**config.mk**
```make
export PLATFORM = sky130hd
export DESIGN_NAME = bar_graph_cell_splitter_flat
export DESIGN_NICKNAME = d
export VERILOG_FILES = /design/src/rtl/bgcs_pkg.sv /design/src/rtl/bgcs_in_if.sv /design/src/rtl/bgcs_out_if.sv /design/src/rtl/bgcs_ctrl.sv /design/src/rtl/bgcs_datapath.sv /design/src/rtl/bar_graph_cell_splitter.sv /design/src/flat_wrapper.sv
export SDC_FILE = /design/constraint.sdc
export NUM_CORES = 1
export LEC_CHECK = 0
export BUFFER_PORTS_ARGS = -buffer_cell sky130_fd_sc_hd__buf_2
export CORE_UTILIZATION = 47
export DETAILED_ROUTE_END_ITERATION = 8
export GPL_TIMING_DRIVEN = 0
export PLACE_DENSITY = 0.67
export SYNTH_ARGS = -nofsm -noshare
export SYNTH_HDL_FRONTEND = slang
export SYNTH_SLANG_ARGS = --single-unit
```
**constraint.sdc**
```tcl
create_clock -name i_clk -period 7.9 [get_ports i_clk]
set_clock_uncertainty 0.1 [all_clocks]
set_input_delay 0.395 -clock i_clk [delete_from_list [all_inputs] [get_ports i_clk]]
set_output_delay 0.395 -clock i_clk [all_outputs]
set_load 0.03 [all_outputs]
```
**src/rtl/bgcs_pkg.sv**
```systemverilog
// shared types and constants of the bar graph cell splitter
`default_nettype none

package bgcs_pkg;

    // bar direction codes
    localparam logic [1:0] DIR_LEFT  = 2'd0;
    localparam logic [1:0] DIR_RIGHT = 2'd1;
    localparam logic [1:0] DIR_UP    = 2'd2;
    localparam logic [1:0] DIR_DOWN  = 2'd3;

    // configuration register indexes
    localparam logic CFG_COLS = 1'b0;
    localparam logic CFG_ROWS = 1'b1;

    // register reset values
    localparam logic [5:0] COLS_RESET = 6'd20;
    localparam logic [2:0] ROWS_RESET = 3'd4;

    // most records per bar
    localparam int RECORD_LIMIT = 40;

    // walking position widths, wide enough for any display size
    localparam int COL_W = 7;
    localparam int ROW_W = 4;
    // cell pitch width, holds up to 31 pixels
    localparam int RES_W = 5;

    typedef enum logic {
        ST_IDLE,
        ST_RUN
    } t_state;

    // controller to datapath
    typedef struct packed {
        logic load;
        logic step;
    } t_cmd;

    // datapath to controller
    typedef struct packed {
        logic start_ok;
        logic last;
        logic slot_free;
    } t_stat;

endpackage

`default_nettype wire

```
**src/rtl/bgcs_in_if.sv**
```systemverilog
// request channel: one bar per beat
`default_nettype none

interface bgcs_in_if;
    logic       valid;
    logic       ready;
    logic [1:0] direction;
    logic [1:0] start_row;
    logic [5:0] start_col;
    logic [7:0] bar_length;
    logic [7:0] fill_upper;
    logic [7:0] fill_lower;

    modport source (
        output valid, direction, start_row, start_col, bar_length, fill_upper, fill_lower,
        input  ready
    );
    modport sink (
        input  valid, direction, start_row, start_col, bar_length, fill_upper, fill_lower,
        output ready
    );
endinterface

`default_nettype wire

```
**src/rtl/bgcs_out_if.sv**
```systemverilog
// record channel: one character cell per beat
`default_nettype none

interface bgcs_out_if;
    logic       valid;
    logic       ready;
    logic [1:0] cell_row;
    logic [5:0] cell_col;
    logic [3:0] cell_fill_a;
    logic [3:0] cell_fill_b;
    logic       last_cell;

    modport source (
        output valid, cell_row, cell_col, cell_fill_a, cell_fill_b, last_cell,
        input  ready
    );
    modport sink (
        input  valid, cell_row, cell_col, cell_fill_a, cell_fill_b, last_cell,
        output ready
    );
endinterface

`default_nettype wire

```
**src/rtl/bgcs_ctrl.sv**
```systemverilog
// sequencer that walks one bar at a time
`default_nettype none

module bgcs_ctrl
    import bgcs_pkg::*;
(
    input  wire   i_clk,
    input  wire   i_rst_n,
    input  wire   i_in_valid,
    input  t_stat i_stat,
    output logic  o_in_ready,
    output t_cmd  o_cmd
);

    t_state r_state;
    t_state n_state;

    // state register
    always_ff @(posedge i_clk) begin
        if (!i_rst_n) begin
            r_state <= ST_IDLE;
        end else begin
            r_state <= n_state;
        end
    end

    // next state and commands
    always_comb begin
        n_state    = r_state;
        o_in_ready = 1'b0;
        o_cmd      = '0;
        case (r_state)
            ST_IDLE: begin
                o_in_ready = 1'b1;
                if (i_in_valid) begin
                    o_cmd.load = 1'b1;
                    // a bar off the display or of no length gives no records
                    if (i_stat.start_ok) begin
                        n_state = ST_RUN;
                    end
                end
            end
            ST_RUN: begin
                if (i_stat.slot_free) begin
                    o_cmd.step = 1'b1;
                    if (i_stat.last) begin
                        n_state = ST_IDLE;
                    end
                end
            end
            default: begin
                n_state = ST_IDLE;
            end
        endcase
    end

endmodule

`default_nettype wire

```
**src/rtl/bgcs_datapath.sv**
```systemverilog
// bar registers, per-cell fill split and record output register
`default_nettype none

module bgcs_datapath
    import bgcs_pkg::*;
#(
    parameter int CELL_WIDTH  = 5,
    parameter int CELL_HEIGHT = 8,
    parameter int MAX_COLS    = 40,
    parameter int MAX_ROWS    = 4
) (
    input  wire        i_clk,
    input  wire        i_rst_n,
    // configuration writes
    input  wire        i_cfg_we,
    input  wire        i_cfg_idx,
    input  wire  [5:0] i_cfg_data,
    // request fields
    input  wire  [1:0] i_direction,
    input  wire  [1:0] i_start_row,
    input  wire  [5:0] i_start_col,
    input  wire  [7:0] i_bar_length,
    input  wire  [7:0] i_fill_upper,
    input  wire  [7:0] i_fill_lower,
    // record output
    input  wire        i_out_ready,
    output logic       o_out_valid,
    output logic [1:0] o_cell_row,
    output logic [5:0] o_cell_col,
    output logic [3:0] o_cell_fill_a,
    output logic [3:0] o_cell_fill_b,
    output logic       o_last_cell,
    // sequencer link
    input  t_cmd       i_cmd,
    output t_stat      o_stat
);

    localparam logic [COL_W-1:0] MAX_C   = COL_W'(MAX_COLS);
    localparam logic [ROW_W-1:0] MAX_R   = ROW_W'(MAX_ROWS);
    localparam logic [RES_W-1:0] RES_H   = RES_W'(CELL_WIDTH);
    localparam logic [RES_W-1:0] RES_V   = RES_W'(CELL_HEIGHT);
    localparam logic [5:0]       CNT_END = 6'(RECORD_LIMIT - 1);

    typedef struct packed {
        logic [RES_W-1:0] amt;
        logic [7:0]       rest;
    } t_share;

    // share of one fill in the current cell, and what is left after it
    function automatic t_share cell_share(input logic [7:0] rest,
                                          input logic [RES_W-1:0] res,
                                          input logic rev);
        t_share s;
        logic [7:0] res_x;
        res_x = {{(8-RES_W){1'b0}}, res};
        if (rest >= res_x) begin
            s.amt  = rev ? '0 : res;
            s.rest = rest - res_x;
        end else begin
            s.amt  = rev ? (res - rest[RES_W-1:0]) : rest[RES_W-1:0];
            s.rest = '0;
        end
        return s;
    endfunction

    logic [5:0]       r_cols;
    logic [2:0]       r_rows;
    logic             r_horiz;
    logic             r_rev;
    logic [ROW_W-1:0] r_row;
    logic [COL_W-1:0] r_col;
    logic [7:0]       r_rem;
    logic [7:0]       r_fa;
    logic [7:0]       r_fb;
    logic [5:0]       r_count;
    logic             r_out_valid;
    logic [1:0]       r_cell_row;
    logic [5:0]       r_cell_col;
    logic [3:0]       r_cell_fill_a;
    logic [3:0]       r_cell_fill_b;
    logic             r_last_cell;

    logic [COL_W-1:0] cols_eff;
    logic [ROW_W-1:0] rows_eff;
    logic [7:0]       fa_clamp;
    logic [7:0]       fb_clamp;
    logic             in_horiz;
    logic             in_rev;
    logic [RES_W-1:0] res;
    logic [7:0]       res_x;
    t_share           share_a;
    t_share           share_b;
    logic             edge_next;
    logic             last;

    // configuration registers
    always_ff @(posedge i_clk) begin
        if (!i_rst_n) begin
            r_cols <= COLS_RESET;
            r_rows <= ROWS_RESET;
        end else if (i_cfg_we) begin
            case (i_cfg_idx)
                CFG_COLS: r_cols <= i_cfg_data;
                CFG_ROWS: r_rows <= i_cfg_data[2:0];
                default: begin
                end
            endcase
        end
    end

    // display size limited to the largest supported
    always_comb begin
        cols_eff = ({1'b0, r_cols} > MAX_C) ? MAX_C : {1'b0, r_cols};
        rows_eff = ({1'b0, r_rows} > MAX_R) ? MAX_R : {1'b0, r_rows};
    end

    // request decode and fill clamping
    always_comb begin
        in_horiz = (i_direction == DIR_LEFT) || (i_direction == DIR_RIGHT);
        in_rev   = (i_direction == DIR_LEFT) || (i_direction == DIR_UP);
        if (i_fill_upper == 8'd0) begin
            fa_clamp = 8'd1;
        end else if (i_fill_upper > i_bar_length) begin
            fa_clamp = i_bar_length;
        end else begin
            fa_clamp = i_fill_upper;
        end
        if (i_fill_lower == 8'd0) begin
            fb_clamp = 8'd1;
        end else if (i_fill_lower > i_bar_length) begin
            fb_clamp = i_bar_length;
        end else begin
            fb_clamp = i_fill_lower;
        end
    end

    // current cell
    always_comb begin
        res       = r_horiz ? RES_H : RES_V;
        res_x     = {{(8-RES_W){1'b0}}, res};
        share_a   = cell_share(r_fa, res, r_rev);
        share_b   = cell_share(r_fb, res, r_rev);
        edge_next = r_horiz ? ((r_col + COL_W'(1)) >= cols_eff)
                            : ((r_row + ROW_W'(1)) >= rows_eff);
        last      = !((r_rem > res_x) && (r_count < CNT_END) && !edge_next);
    end

    // status
    always_comb begin
        o_stat.start_ok  = (i_bar_length != 8'd0)
                        && ({{(ROW_W-2){1'b0}}, i_start_row} < rows_eff)
                        && ({{(COL_W-6){1'b0}}, i_start_col} < cols_eff);
        o_stat.last      = last;
        o_stat.slot_free = !r_out_valid || i_out_ready;
    end

    // bar walking registers
    always_ff @(posedge i_clk) begin
        if (i_cmd.load) begin
            r_horiz <= in_horiz;
            r_rev   <= in_rev;
            r_row   <= {{(ROW_W-2){1'b0}}, i_start_row};
            r_col   <= {{(COL_W-6){1'b0}}, i_start_col};
            r_rem   <= i_bar_length;
            r_fa    <= in_rev ? (i_bar_length - fa_clamp) : fa_clamp;
            r_fb    <= in_rev ? (i_bar_length - fb_clamp) : fb_clamp;
            r_count <= '0;
        end else if (i_cmd.step) begin
            r_rem   <= r_rem - res_x;
            r_fa    <= share_a.rest;
            r_fb    <= share_b.rest;
            r_count <= r_count + 6'd1;
            if (r_horiz) begin
                r_col <= r_col + COL_W'(1);
            end else begin
                r_row <= r_row + ROW_W'(1);
            end
        end
    end

    // output register valid
    always_ff @(posedge i_clk) begin
        if (!i_rst_n) begin
            r_out_valid <= 1'b0;
        end else if (i_cmd.step) begin
            r_out_valid <= 1'b1;
        end else if (i_out_ready) begin
            r_out_valid <= 1'b0;
        end
    end

    // output record payload
    always_ff @(posedge i_clk) begin
        if (i_cmd.step) begin
            r_cell_row    <= r_row[1:0];
            r_cell_col    <= r_col[5:0];
            r_cell_fill_a <= share_a.amt[3:0];
            r_cell_fill_b <= share_b.amt[3:0];
            r_last_cell   <= last;
        end
    end

    assign o_out_valid   = r_out_valid;
    assign o_cell_row    = r_cell_row;
    assign o_cell_col    = r_cell_col;
    assign o_cell_fill_a = r_cell_fill_a;
    assign o_cell_fill_b = r_cell_fill_b;
    assign o_last_cell   = r_last_cell;

endmodule

`default_nettype wire

```
**src/rtl/bar_graph_cell_splitter.sv**
```systemverilog
// top level of the bar graph cell splitter
//
// Takes one bar request per beat and splits it into one record per character cell along the
// bar, with the pixels of both fills inside each cell; the final record carries last_cell.
// A request is taken and the sequencer then walks the bar one cell per cycle while the record
// sink does not stall (a stall on the record side holds the walk), so a bar of n cells (n up to
// 40) gives n records, and the next request is taken once the last record has been loaded
// into the output register. A request that starts off the display or has zero length gives no
// records. Configuration writes go to index 0 (display columns) and 1 (display rows) and must
// be made only while no bar is in progress.
`default_nettype none

module bar_graph_cell_splitter
    import bgcs_pkg::*;
#(
    parameter int CELL_WIDTH  = 5,
    parameter int CELL_HEIGHT = 8,
    parameter int MAX_COLS    = 40,
    parameter int MAX_ROWS    = 4
) (
    input  wire        i_clk,
    input  wire        i_rst_n,
    input  wire        i_cfg_we,
    input  wire        i_cfg_idx,
    input  wire  [5:0] i_cfg_data,
    bgcs_in_if.sink    i_in,
    bgcs_out_if.source o_out
);

    t_cmd  cmd;
    t_stat stat;
    logic  in_ready;

    // sequencer
    bgcs_ctrl u_ctrl (
        .i_clk      (i_clk),
        .i_rst_n    (i_rst_n),
        .i_in_valid (i_in.valid),
        .i_stat     (stat),
        .o_in_ready (in_ready),
        .o_cmd      (cmd)
    );

    assign i_in.ready = in_ready;

    // datapath
    bgcs_datapath #(
        .CELL_WIDTH  (CELL_WIDTH),
        .CELL_HEIGHT (CELL_HEIGHT),
        .MAX_COLS    (MAX_COLS),
        .MAX_ROWS    (MAX_ROWS)
    ) u_datapath (
        .i_clk         (i_clk),
        .i_rst_n       (i_rst_n),
        .i_cfg_we      (i_cfg_we),
        .i_cfg_idx     (i_cfg_idx),
        .i_cfg_data    (i_cfg_data),
        .i_direction   (i_in.direction),
        .i_start_row   (i_in.start_row),
        .i_start_col   (i_in.start_col),
        .i_bar_length  (i_in.bar_length),
        .i_fill_upper  (i_in.fill_upper),
        .i_fill_lower  (i_in.fill_lower),
        .i_out_ready   (o_out.ready),
        .o_out_valid   (o_out.valid),
        .o_cell_row    (o_out.cell_row),
        .o_cell_col    (o_out.cell_col),
        .o_cell_fill_a (o_out.cell_fill_a),
        .o_cell_fill_b (o_out.cell_fill_b),
        .o_last_cell   (o_out.last_cell),
        .i_cmd         (cmd),
        .o_stat        (stat)
    );

endmodule

`default_nettype wire

```
**src/flat_wrapper.sv**
```systemverilog
// flat-port wrapper written by rule: the top's interface ports become plain ports
module bar_graph_cell_splitter_flat import bgcs_pkg::*;
#(
    parameter int CELL_WIDTH  = 5,
    parameter int CELL_HEIGHT = 8,
    parameter int MAX_COLS    = 40,
    parameter int MAX_ROWS    = 4
)
  (i_clk, i_rst_n, i_cfg_we, i_cfg_idx, i_cfg_data, i_in_valid, i_in_direction, i_in_start_row, i_in_start_col, i_in_bar_length, i_in_fill_upper, i_in_fill_lower, i_in_ready, o_out_valid, o_out_cell_row, o_out_cell_col, o_out_cell_fill_a, o_out_cell_fill_b, o_out_last_cell, o_out_ready);
  bgcs_in_if i_in_i ();
  bgcs_out_if o_out_i ();
  input  wire i_clk;
  input  wire i_rst_n;
  input  wire i_cfg_we;
  input  wire i_cfg_idx;
  input  wire  [5:0] i_cfg_data;
  input wire logic [$bits(i_in_i.valid)-1:0] i_in_valid;
  input wire logic [$bits(i_in_i.direction)-1:0] i_in_direction;
  input wire logic [$bits(i_in_i.start_row)-1:0] i_in_start_row;
  input wire logic [$bits(i_in_i.start_col)-1:0] i_in_start_col;
  input wire logic [$bits(i_in_i.bar_length)-1:0] i_in_bar_length;
  input wire logic [$bits(i_in_i.fill_upper)-1:0] i_in_fill_upper;
  input wire logic [$bits(i_in_i.fill_lower)-1:0] i_in_fill_lower;
  output wire logic [$bits(i_in_i.ready)-1:0] i_in_ready;
  output wire logic [$bits(o_out_i.valid)-1:0] o_out_valid;
  output wire logic [$bits(o_out_i.cell_row)-1:0] o_out_cell_row;
  output wire logic [$bits(o_out_i.cell_col)-1:0] o_out_cell_col;
  output wire logic [$bits(o_out_i.cell_fill_a)-1:0] o_out_cell_fill_a;
  output wire logic [$bits(o_out_i.cell_fill_b)-1:0] o_out_cell_fill_b;
  output wire logic [$bits(o_out_i.last_cell)-1:0] o_out_last_cell;
  input wire logic [$bits(o_out_i.ready)-1:0] o_out_ready;
  assign i_in_i.valid = i_in_valid;
  assign i_in_i.direction = i_in_direction;
  assign i_in_i.start_row = i_in_start_row;
  assign i_in_i.start_col = i_in_start_col;
  assign i_in_i.bar_length = i_in_bar_length;
  assign i_in_i.fill_upper = i_in_fill_upper;
  assign i_in_i.fill_lower = i_in_fill_lower;
  assign i_in_ready = i_in_i.ready;
  assign o_out_valid = o_out_i.valid;
  assign o_out_cell_row = o_out_i.cell_row;
  assign o_out_cell_col = o_out_i.cell_col;
  assign o_out_cell_fill_a = o_out_i.cell_fill_a;
  assign o_out_cell_fill_b = o_out_i.cell_fill_b;
  assign o_out_last_cell = o_out_i.last_cell;
  assign o_out_i.ready = o_out_ready;
  bar_graph_cell_splitter #(.CELL_WIDTH(CELL_WIDTH), .CELL_HEIGHT(CELL_HEIGHT), .MAX_COLS(MAX_COLS), .MAX_ROWS(MAX_ROWS)) u_core (.i_clk(i_clk), .i_rst_n(i_rst_n), .i_cfg_we(i_cfg_we), .i_cfg_idx(i_cfg_idx), .i_cfg_data(i_cfg_data), .i_in(i_in_i), .o_out(o_out_i));
endmodule
```
# == Word-level counts from Yosys, hierarchy flattened ==
# Index checks and enable logic that the tools add are counted.
# totals
ff_bits,71
input_bits,46
# op_classes
add_sub_neg,10
n_lt_le_gt_ge,12
n_eq_ne,3
mux,39
n_bitwise,3
n_reduce_logical,23
# ops
cell,n
8-bit 2-to-1 mux,12
12-bit 2-to-1 mux,2
6-bit 2-to-1 mux,4
8-bit by 4-bit subtractor with 8-bit output,3
8-bit by 4-bit greater-or-equal comparator with 1-bit output,2
8-bit > comparator,2
8-bit zero test,2
4-bit 2-to-1 mux,4
8-bit subtractor,2
1-bit 2-to-1 mux,12
2-bit AND reduction,6
8-bit by 4-bit > comparator with 1-bit output,1
8-bit nonzero test,1
4-bit subtractor,2
"7-bit by 1-bit adder with 7-bit output, second input constant",1
7-bit by 6-bit greater-or-equal comparator with 1-bit output,1
"6-bit by 1-bit adder with 6-bit output, second input constant",1
"6-bit > comparator, second input constant",1
6-bit < comparator,1
"6-bit < comparator, second input constant",1
2-bit 2-to-1 mux,3
2-bit nonzero test,3
"4-bit by 1-bit adder with 4-bit output, second input constant",1
4-bit by 3-bit greater-or-equal comparator with 1-bit output,1
other kinds (12),21

# == Depth between registers and ports, before layout ==
# logic_depth
depth_word,9
mapped_depth,17

# == Cells and area by module ==
# From an unflattened synthesis, not the netlist that was laid out.
# hier_totals
hier_cells,589
area_unflattened_um2,5516.5
# modules_own_cells
mod,instances,cells_each,area_per_inst_um2,seq_area_each_um2
bgcs_datapath,1,582,5459.0,1911.8
bgcs_ctrl,1,7,57.6,20.0

# == Worst setup path before layout ==
# OpenSTA, ideal clock, no wires.
# synth_timing
kind,input port to flip-flop
from,in i_in_bar_length[1]
to,reg u_core.u_datapath.r_fb[7] (data pin)
t_arrival_ps,3311
setup_slack_ps,4223
stages,16
path_buffers,1
path_cell_list,inv_1 > ha_1 > nor2b_1 > o211ai_1 > a21o_1 > a21o_1 > buf_4 > mux2i_1 > or2_2 > ha_1 > o21ai_0 > a21oi_1 > o41ai_2 > mux2i_1 > o2bb2ai_2 > or3b_1
# synth_via
elab_chain_len,6
# synth_rtl
item,line,text
from (decl),flat_wrapper.sv:21,input wire logic [$bits(i_in_i.bar_length)-1:0] i_in_bar_length;
8-bit > comparator,bgcs_datapath.sv:130,end else if (i_fill_lower > i_bar_length) begin
8-bit 2-to-1 mux,bgcs_datapath.sv:130,
8-bit 2-to-1 mux,bgcs_datapath.sv:128,if (i_fill_lower == 8'd0) begin
8-bit subtractor,bgcs_datapath.sv:166,r_fb <= in_rev ? (i_bar_length - fb_clamp) : fb_clamp;
8-bit 2-to-1 mux *,bgcs_datapath.sv:166,
8-bit 2-to-1 mux *,bgcs_datapath.sv:159,if (i_cmd.load) begin
to (signal assigned),bgcs_datapath.sv:166,
to (signal assigned),bgcs_datapath.sv:171,r_fb <= share_b.rest;
to (decl),bgcs_datapath.sv:74,logic [7:0] r_fb;
# Every way passes the cells marked *; elsewhere a longest branch is shown, timed or not.
# A chain may end at the register's enable or synchronous reset.

# == Final worst setup path ==
# Ends and elaborated chain as after synthesis.

==> out/metrics.yaml <==
layout_commonest_cell: "ha_1"
mostFrequentLayoutCells: "70 x ha_1, 69 x nand2_1, 69 x buf_2"
synth-edff-count: 51
path_clk_slew_ns: 0.06
finalNetCount: 795
hold_buffers: 0
wl_met1_um: 6150
viasPerCell: 5.74
p_comb_share_pct: 34.4
ys_warn_count: 0
grt_antenna_before_repair: 0
die_h_um: 111
cp-startpoint: "i_in_bar_length[1]"
drv_cap: 0
drcViolationCount: 0
synth_top_area_cell: "edfxtp_1"
cts_buffer_depth: 2
post-route-period-util_pct: 51.7
fp.coreArea_sq_um: 11500
leakagePower_nw: 2.77
cts_made_buffers: 9
worst_slew_pin_slew_ns: 1.02
setup_viol: 0
cts-htree-levels: 3
fp.dieW_um: 111
p_int_mw: 0.999
finalSetupTns_ns: 0
synth_top_area_share_pct: 27.6
ys_ff_latch: 71
wl_met3_um: 611
route.met2.wl_um: 6530
clk_latency_ns: 0.34
avgSynthCellArea_sq_um: 9.22
die_area_sq_um: 12300
yosysSeqAreaShare_pct: 34.8
clock-sinks: 71
final-instance-count-excl-fill: 825
required_ns: 7.88
gp_congestion: 0.844
initial_core_util_pct: 48.4
post-route-min-period_ns: 4.09
synthDistinctLibCells: 62
status: "finished, final reports clean"
avgRoutedWirePerCell_um: 16.5
wl_um: 13600
placed_cells: 809
critPathArrivalTime_ns: 4.07
io_pins: 65
area_growth_pct: 15.1
slew_headroom_pct: 32.1
swShare_pct: 32.8
reg2reg_from: "u_core.u_datapath.r_horiz$_DFFE_PP_"
dr.pass1.iters: 5
ant_nets: 0
diodes: 0
dp_hpwl_um: 10500
rows: 39
post_cts_buffers: 0
grtUsageTotal_pct: 23.0
power_switching_mw: 0.488
pwr-share-seq_pct: 34.5
grt_max_degree: 25
cp_max_fo: 9
synth_area_sq_um: 5550
finalMaxSlewViolations: 0
tritoncts: "done"
syn_nets: 720
drt_iter0_drc: 255
fmax_mhz: 245
top_layer: "met4"
async_flop_share_pct: 0
cts-resized-gates: 0
grt-ovfl-total: 0
hold_viol_final: 0
rsz0062_at_grt: "false"
io_buffers: 64
ir_drop_mv: 0.138
end_kind: "flip-flop"
ys_top_cells_by_area: "edfxtp_1 28%, ha_1 16%, dfxtp_1 7.2%"
syn_inst: 602
power.density_nw_per_um2: 233
vias: 4739
synth_ff_type: "edfxtp_1"
p_clk_share_pct: 31.1
startpoint_type: "input pin"
fill_cells: 1010
grt_pass1_vias: 4759
grt_pass1_wl_um: 22600
path_class: "input pin to flip-flop"
min_path_type: "input pin to flip-flop"
cts-root-buf: "clkbuf_16"
drive_gt1_share_pct: 15.8
min_from: "i_cfg_data[4]"
state kept, by name, summed over array words and instances, names as in the netlist, 2 cells and up:
signal,count
u_core.u_datapath.r_fa,8
u_core.u_datapath.r_rows,3
u_core.u_datapath.r_rem,8
u_core.u_datapath.r_fb,8
u_core.u_datapath.r_col,7
u_core.u_datapath.o_cell_fill_a,4
u_core.u_datapath.r_row,4
u_core.u_datapath.r_count,6
u_core.u_datapath.o_cell_fill_b,4
u_core.u_datapath.r_cols,6
u_core.u_datapath.o_cell_col,6
u_core.u_datapath.o_cell_row,2
stage by stage:
stage | utilization, % | cell area (sq um) | total power, mW | setup slack [ns] | hold WS, ns
6_report | 55.7 | 6390 | 1.49 | 3.81 | 0.175
5_1_grt | 55.7 | 6390 | 1.57 | 3.51 | 0.183
4_1_cts | 55.7 | 6390 | 1.49 | 3.78 | 0.179
3_5_place_dp | 52.8 | 6050 | 1.02 | 3.47 | 0.365
3_3_place_gp | 52.8 | 6050 | 1.01 | 3.51 | 0.358
2_1_floorplan | - | 5550 | 0.894 | 4.22 | 0.341
path summary, 6_finish.rpt:
kind	end	slack, ns	depth (start not counted)
max	u_core.u_datapath.r_fb[7]$_DFFE_PP_	3.81	17
min	u_core.u_datapath.r_cols[4]$_SDFFE_PN1P_	0.18	3
max reg2reg	u_core.u_datapath.r_fb[7]$_DFFE_PP_	4.69	9
min reg2reg	u_core.u_datapath.r_cols[0]$_SDFFE_PN0P_	0.38	2
routing by layer:
metal / vias to the layer above / track usage (%)
met1: 2225 / 28.6
li1: 2341 / -
met5: - / 0
met2: 147 / 40.0
met4: 0 / 7.56
met3: 26 / 4.48
worst max-delay path: stages:
cell and delay [ns]:
buf_2 0.25, inv_1 0.13, ha_1 0.31, nor2b_1 0.14
o211ai_1 0.19, a21o_1 0.20, a21o_1 0.12, buf_4 0.17
mux2i_1 0.11, or2_2 0.29, ha_1 0.33, o21ai_0 0.15
a21oi_1 0.09, o41ai_2 0.31, mux2i_1 0.40, nor4_1 0.11
or3b_1 0.37
cell usage after synthesis, types with 16 or more instances:
cell type	instances
xnor2_1	25
nand3_1	18
nand2_1	69
o21ai_0	37
nor2_1	45
mux2i_1	16
inv_1	35
dfxtp_1	20
ha_1	70
xor2_1	16
edfxtp_1	51
a21oi_1	30
area by class of cell:
class	count	area, sq um	share of cell area, %
inverters	37	141	2.21
multi-input cells	481	3420	53.5
clock buffers	9	225	3.53
clock inverters	7	111	1.74
plain buffers	13	58.8	0.921
flip-flops and latches	71	1930	30.2
repair buffers	64	320	5.01
well taps	143	179	2.80
cells by family (layout without fill, tap and decap cells):
kind of cell | count (synthesis) | in the layout | synth area share [%]
AO/OA/AOI/OAI | 147 | 147 | 17.7
multiplexers | 16 | 16 | 2.88
flip-flops | 71 | 71 | 34.8
buffers and inverters | 50 | 130 | 3.61
adder cells (fa/ha/maj) | 72 | 72 | 16.5
XOR/XNOR | 41 | 41 | 6.47
AND/OR/NAND/NOR | 205 | 205 | 18.1
power groups by stage:
stage	sequential [mW]	combinational, mW	clock, mW
floorplan	0.523	0.371	0
global placement	0.518	0.487	0
detailed placement	0.520	0.501	0
CTS	0.513	0.508	0.466
global route	0.519	0.571	0.480
finish	0.513	0.512	0.463
No activity file was read; power rests on OpenSTA's default activity.
